$ cat config.mk
export PLATFORM = sky130hd
export DESIGN_NAME = rau_divider
export DESIGN_NICKNAME = d
export VERILOG_FILES = /design/src/rtl/rau_divider.sv
export SDC_FILE = /design/constraint.sdc
export NUM_CORES = 1
export LEC_CHECK = 0
export ABC_AREA = 1
export BUFFER_PORTS_ARGS = -buffer_cell sky130_fd_sc_hd__buf_2
export CAP_MARGIN = 20
export CORE_MARGIN = 5
export CORE_UTILIZATION = 35
export CTS_CLUSTER_SIZE = 40
export DETAILED_ROUTE_END_ITERATION = 10
export GPL_TIMING_DRIVEN = 0
export PLACE_DENSITY = 0.56
export SYNTH_ARGS = -nofsm -noshare
export SYNTH_HDL_FRONTEND = slang
export SYNTH_SLANG_ARGS = --single-unit
$ cat constraint.sdc
create_clock -name clk -period 9.2 [get_ports clk]
set_clock_uncertainty 0.05 [all_clocks]
set_input_delay 1.84 -clock clk [delete_from_list [all_inputs] [get_ports clk]]
set_output_delay 1.84 -clock clk [all_outputs]
set_load 0.01 [all_outputs]
$ cat src/rtl/rau_divider.sv
// Restoring divider, one quotient bit per cycle, quotient and remainder out.
module rau_divider #(
  parameter int W = 34
) (
  input  logic         clk,
  input  logic         rst,
  input  logic         start,
  input  logic [W-1:0] dividend,
  input  logic [W-1:0] divisor,
  output logic         done,
  output logic [W-1:0] quotient,
  output logic [W-1:0] remainder
);
  localparam int CW = $clog2(W + 1);

  logic [W-1:0]  dvs;
  logic [W-1:0]  quo;
  logic [W-1:0]  rem;
  logic [CW-1:0] cnt;
  logic          busy;
  logic [W:0]    trial;
  logic [W:0]    shifted;

  always_comb begin
    shifted = {rem, quo[W-1]};
    trial   = shifted - {1'b0, dvs};
  end

  always_ff @(posedge clk) begin
    if (rst) begin
      busy <= 1'b0;
      done <= 1'b0;
      cnt  <= '0;
    end else begin
      done <= 1'b0;
      if (start) begin
        busy <= 1'b1;
        quo  <= dividend;
        rem  <= '0;
        dvs  <= divisor;
        cnt  <= CW'(W);
      end else if (busy) begin
        if (trial[W]) begin
          rem <= shifted[W-1:0];
          quo <= {quo[W-2:0], 1'b0};
        end else begin
          rem <= trial[W-1:0];
          quo <= {quo[W-2:0], 1'b1};
        end
        cnt <= cnt - 1'b1;
        if (cnt == CW'(1)) begin
          busy <= 1'b0;
          done <= 1'b1;
        end
      end
    end
  end

  assign quotient  = quo;
  assign remainder = rem;

  property p_done_after_busy;
    @(posedge clk) disable iff (rst) done |-> $past(busy);
  endproperty
  a_done_after_busy: assert property (p_done_after_busy) else $error("done without busy");

  property p_start_idle;
    @(posedge clk) disable iff (rst) start |=> busy;
  endproperty
  a_start_idle: assert property (p_start_idle) else $error("start did not set busy");

  property p_cnt_bound;
    @(posedge clk) disable iff (rst) busy |-> (cnt != '0);
  endproperty
  a_cnt_bound: assert property (p_cnt_bound) else $error("counter underflow");
endmodule

Word-level counts from Yosys, hierarchy flattened --
Cells that the tools add are included.
Storage, ports and cells: register bits 110, input port bits 71, output and inout bits 69
Cells by class: add/subtract/negate cells 2, eq/ne operators 1, multiplexer cells 11, bitwise logic cells 2, reductions and logical operators 5
Operators with widths (number):
- 2-to-1 mux 34 bit | 4
- subtractor 35 x 34 -> 35 bit | 1
- 2-to-1 mux 6 bit | 2
- equality test 6 x 1 -> 1 bit, second input constant | 1
- subtractor 6 x 1 -> 6 bit, second input constant | 1
- 2-to-1 mux 1 bit | 5
- AND reduction 2 bit | 2
- OR reduction 3 bit | 1
- inverter 1 bit | 2
- nonzero test 2 bit | 1
- OR reduction 2 bit | 1

Longest topological paths before layout --
depth after elaboration 4, mapped depth 18, depth with buffers taken out 17

Worst setup path after synthesis --
OpenSTA, ideal clock, no wires.
kind input to register, from input port start, to register quo[0], in the netlist quotient[0], enable pin, setup time 495 ps, arrival time 5037 ps, data required time 8655 ps, setup slack 3618 ps, cell stages on the path 3, path buffers 1, cells stage by stage clkbuf_1 -> nor2_1 -> nor2_1
Between the ends: word-level cells in the longest chain between the ends 2
RTL lines:
- start, declared | RTL line 7 | input logic start,
- nonzero test 2 bit (no source line)
- AND reduction 2 bit (no source line)
- end signal, assigned | RTL line 38 | quo <= dividend;
- end signal, assigned | RTL line 45 | quo <= {quo[W-2:0], 1'b0};
- end signal, assigned | RTL line 48 | quo <= {quo[W-2:0], 1'b1};
- end, declared | RTL line 17 | logic [W-1:0] quo;
No other way between the ends. A chain may end at the register's enable or synchronous reset.

Worst setup path in the final report --
from input port start, to register quo[4], in the netlist quotient[4], enable pin
Same word-level chain as after synthesis.

==> results.md <==
- Outcome: finished, final reports clean
- Most frequent cells in the layout: nand2_1, buf_2, inv_1
- Remaining DRCs: 0
- Slowest stage delay, CP: 530 ps
- GPL Wtd Cong: 0.883
- Fillers: 2133
- Post-Syn Area: 7060 µm²
- Top Family by Delay on Critical Path: buffers and inverters
- Area delta synth->final: 20.1%
- Overall Global Routing Usage: 16.5%
- Maximum fanout along the worst path: 32
- Clk root buf: clkbuf_16
- Via/cell ratio: 4.50
- Period utilisation layout: 35.8%
- Die Y: 152 µm
- R2R cell count: 15
- CTS H-tree depth: 3
- Final setup vio count: 0
- WHS Endpoint: cnt[0]$_SDFFE_PP0P_
- Clk sinks: 110
- Critical path arrival: 3310 ps
- Reg area: 3220 µm²
- First-pass GRT wire length: 31100 µm
- Share of cells above drive strength 1: 16.8%
- Yosys warns: 0
- Max cap viols: 0
- WP data required: 9210 ps
- Post-cts resize count: 0
- Core Region: 20000 µm²
- Setup Buffers After CTS: 0
- Hold Path Class: reg2reg
- CTS Buf Count: 9
- Final min period: 3290 ps
- Vias: 6147
- Post-synthesis sequential area ratio: 45.7%
- CP bufs+invs: 3
- Initial core utilization: 35.2%
- Routed WL: 19200 µm
- Top cells by area, synth: edfxtp_1, nand2_1, inv_1
- Die area: 23100 µm²
- Reg2reg start: quotient[33]$_DFFE_PP_
- Ports: 140
- Pre-CTS WS: 5460 ps
- Async set or reset register ratio after synthesis: 0%
- RSZ-0062 raised after global routing: false
- Reg2reg setup slack: 6490 ps
- Leakage: 0.00431 µW
- Pwr Density: 175 nW/µm²
- Area of the multi-input gates: 3250 µm²
- Cell Chain, Critical Path: buf_2 -> clkbuf_1 -> nor2_1 -> nor2_4 -> buf_12
- CP startpoint kind: input pin
- Worst Setup Slack, final: 5910 ps
- # rows: 52
- Hold path start: cnt[0]$_SDFFE_PP0P_
- FMAX: 304 MHz
- Register bit total from synthesis: 110
- Initial antenna violation count: 0
- FF-to-FF End: remainder[26]$_SDFFCE_PP0P_
- Top_reg_cell synth: edfxtp_1
- Cell count after synthesis: 936
- Actual slew at the worst max-slew pin: 644 ps
- Critical path type: in2reg
- Relative slew slack: 57.0%
- Post-synth EDFFs: 102
- Clk slew on worst S/H paths: 80 ps
- Hold-fix buffers, CTS: 0
- Fin Setup TNS: 0 ps
- Final hold vios: 0
- Grt total ovfl: 0
- Syn_area_per_cell: 7.54 µm²
- Worst setup EP type: flip-flop
- WHS Path Cells: 2
- Worst skew pair latency: 380 ps
- Clock Tree Buf Depth: 2
- Most common cell after layout, fill and taps aside: nand2_1
- Number of distinct library cells after synthesis: 35
- Critical path's slowest cell: nor2_4
- Largest net degree at the start of global routing: 33
- TritonRoute pass-1 iters: 5
- Die Width: 152 µm
- Maximum resistive drop on vdd: 0.000108 V
- Post-DP HPWL: 15400 µm
- Pins Over Slew Limit: 0
- 1st-iter DRT viols: 344
- Top-area cell type share of the netlist area: 43.4%
- Vias in the first global route: 6200
- Nets: 1197
- Net count after synthesis: 1044
- Avg WL per Cell: 14.1 µm
- Port Buf Inserts: 139
- CTS tree: yes
- Leading area contributor after synthesis: edfxtp_1
- Final ANT Viol Nets: 0
## synthesized netlist by cell type (all sizes together), types with 3 or more instances
| cell | instances |
|---|---|
| nand2 | 379 |
| inv | 132 |
| nor2 | 129 |
| edfxtp | 102 |
| ha | 36 |
| a21oi | 34 |
| nand3 | 24 |
| xor2 | 16 |
| o21ai | 14 |
| nand3b | 12 |
| clkbuf | 9 |
| buf | 8 |
| dfxtp | 8 |
| nor3 | 8 |
| nand4 | 4 |
| o21bai | 4 |
| nor3b | 3 |
| xnor2 | 3 |
## per-stage QoR
stage | cells | hold WS (ps) | power (µW) | cell area (µm²) | util (%)
floorplan | 936 | 411 | 953 | 7060 | -
global placement | 1345 | 428 | 1090 | 8090 | 40.4
detailed placement | 1348 | 435 | 1100 | 8180 | 40.8
CTS | 1364 | 448 | 1510 | 8470 | 42.3
global route | 1364 | 478 | 1590 | 8470 | 42.3
finish | 1365 | 446 | 1490 | 8480 | 42.3
## worst reg2reg max path, delay by kind of cell (launching register included)
family	cells	cell delay (ps)
AND/OR/NAND/NOR	10	1030
adder cells (fa/ha/maj)	2	630
flip-flops	1	420
buffers and inverters	3	330
## cell families (layout without fill, tap and decap cells)
kind of cell    after synthesis  count (layout)  synth area share (%)
fa+ha+maj                    37              37                  6.67
compound gates               56              56                  4.33
flops                       110             110                  45.7
simple gates                565             565                  32.5
xor+xnor                     19              19                  2.36
other cells                   0               1                     0
buf+inv                     149             307                  8.51
## worst max path at each step
| stage | to | from | slack, ps | cells past startpoint |
|---|---|---|---|---|
| 5_1_grt | quotient[4]$_DFFE_PP_ | start | 5780 | 5 |
| 3_3_place_gp | remainder[24]$_SDFFCE_PP0P_ | start | 1710 | 4 |
| 3_5_place_dp | quotient[5]$_DFFE_PP_ | start | 5460 | 5 |
| 6_report | quotient[4]$_DFFE_PP_ | start | 5910 | 5 |
| 4_1_cts | quotient[5]$_DFFE_PP_ | start | 5850 | 5 |
| 2_1_floorplan | quotient[0]$_DFFE_PP_ | start | 3620 | 3 |
## flip-flops by register name, indices dropped and copies added (netlist names)
| register | cells |
|---|---|
| remainder | 34 |
| busy | 1 |
| done | 1 |
| cnt | 6 |
| quotient | 34 |
| dvs | 34 |
## metal layers
layer,global-route usage (%),up-vias,part of all wire [%]
met5,0,-,0
met4,4.24,0,1.8
met1,21.4,2723,46
met2,26.4,161,44
li1,-,3245,-
met3,5.72,18,7.5
## where the power goes
part	switching, µW	internal (µW)	total (µW)
clock	213	193	406
sequential	23.3	600	623
combinational	291	167	459
total	527	960	1490
## layout make-up
cell class	instances	share of cell area, %
Multi-Input combinational cell	677	38.3
Clock buffer	10	2.70
Clock inverter	6	0.738
Tap cell	270	3.99
Sequential cell	110	38.0
Inverter	132	5.85
Timing Repair Buffer	142	9.09
Buffer	17	1.24
Antenna cell	1	0.0295
(Power assumes the default switching activity.)
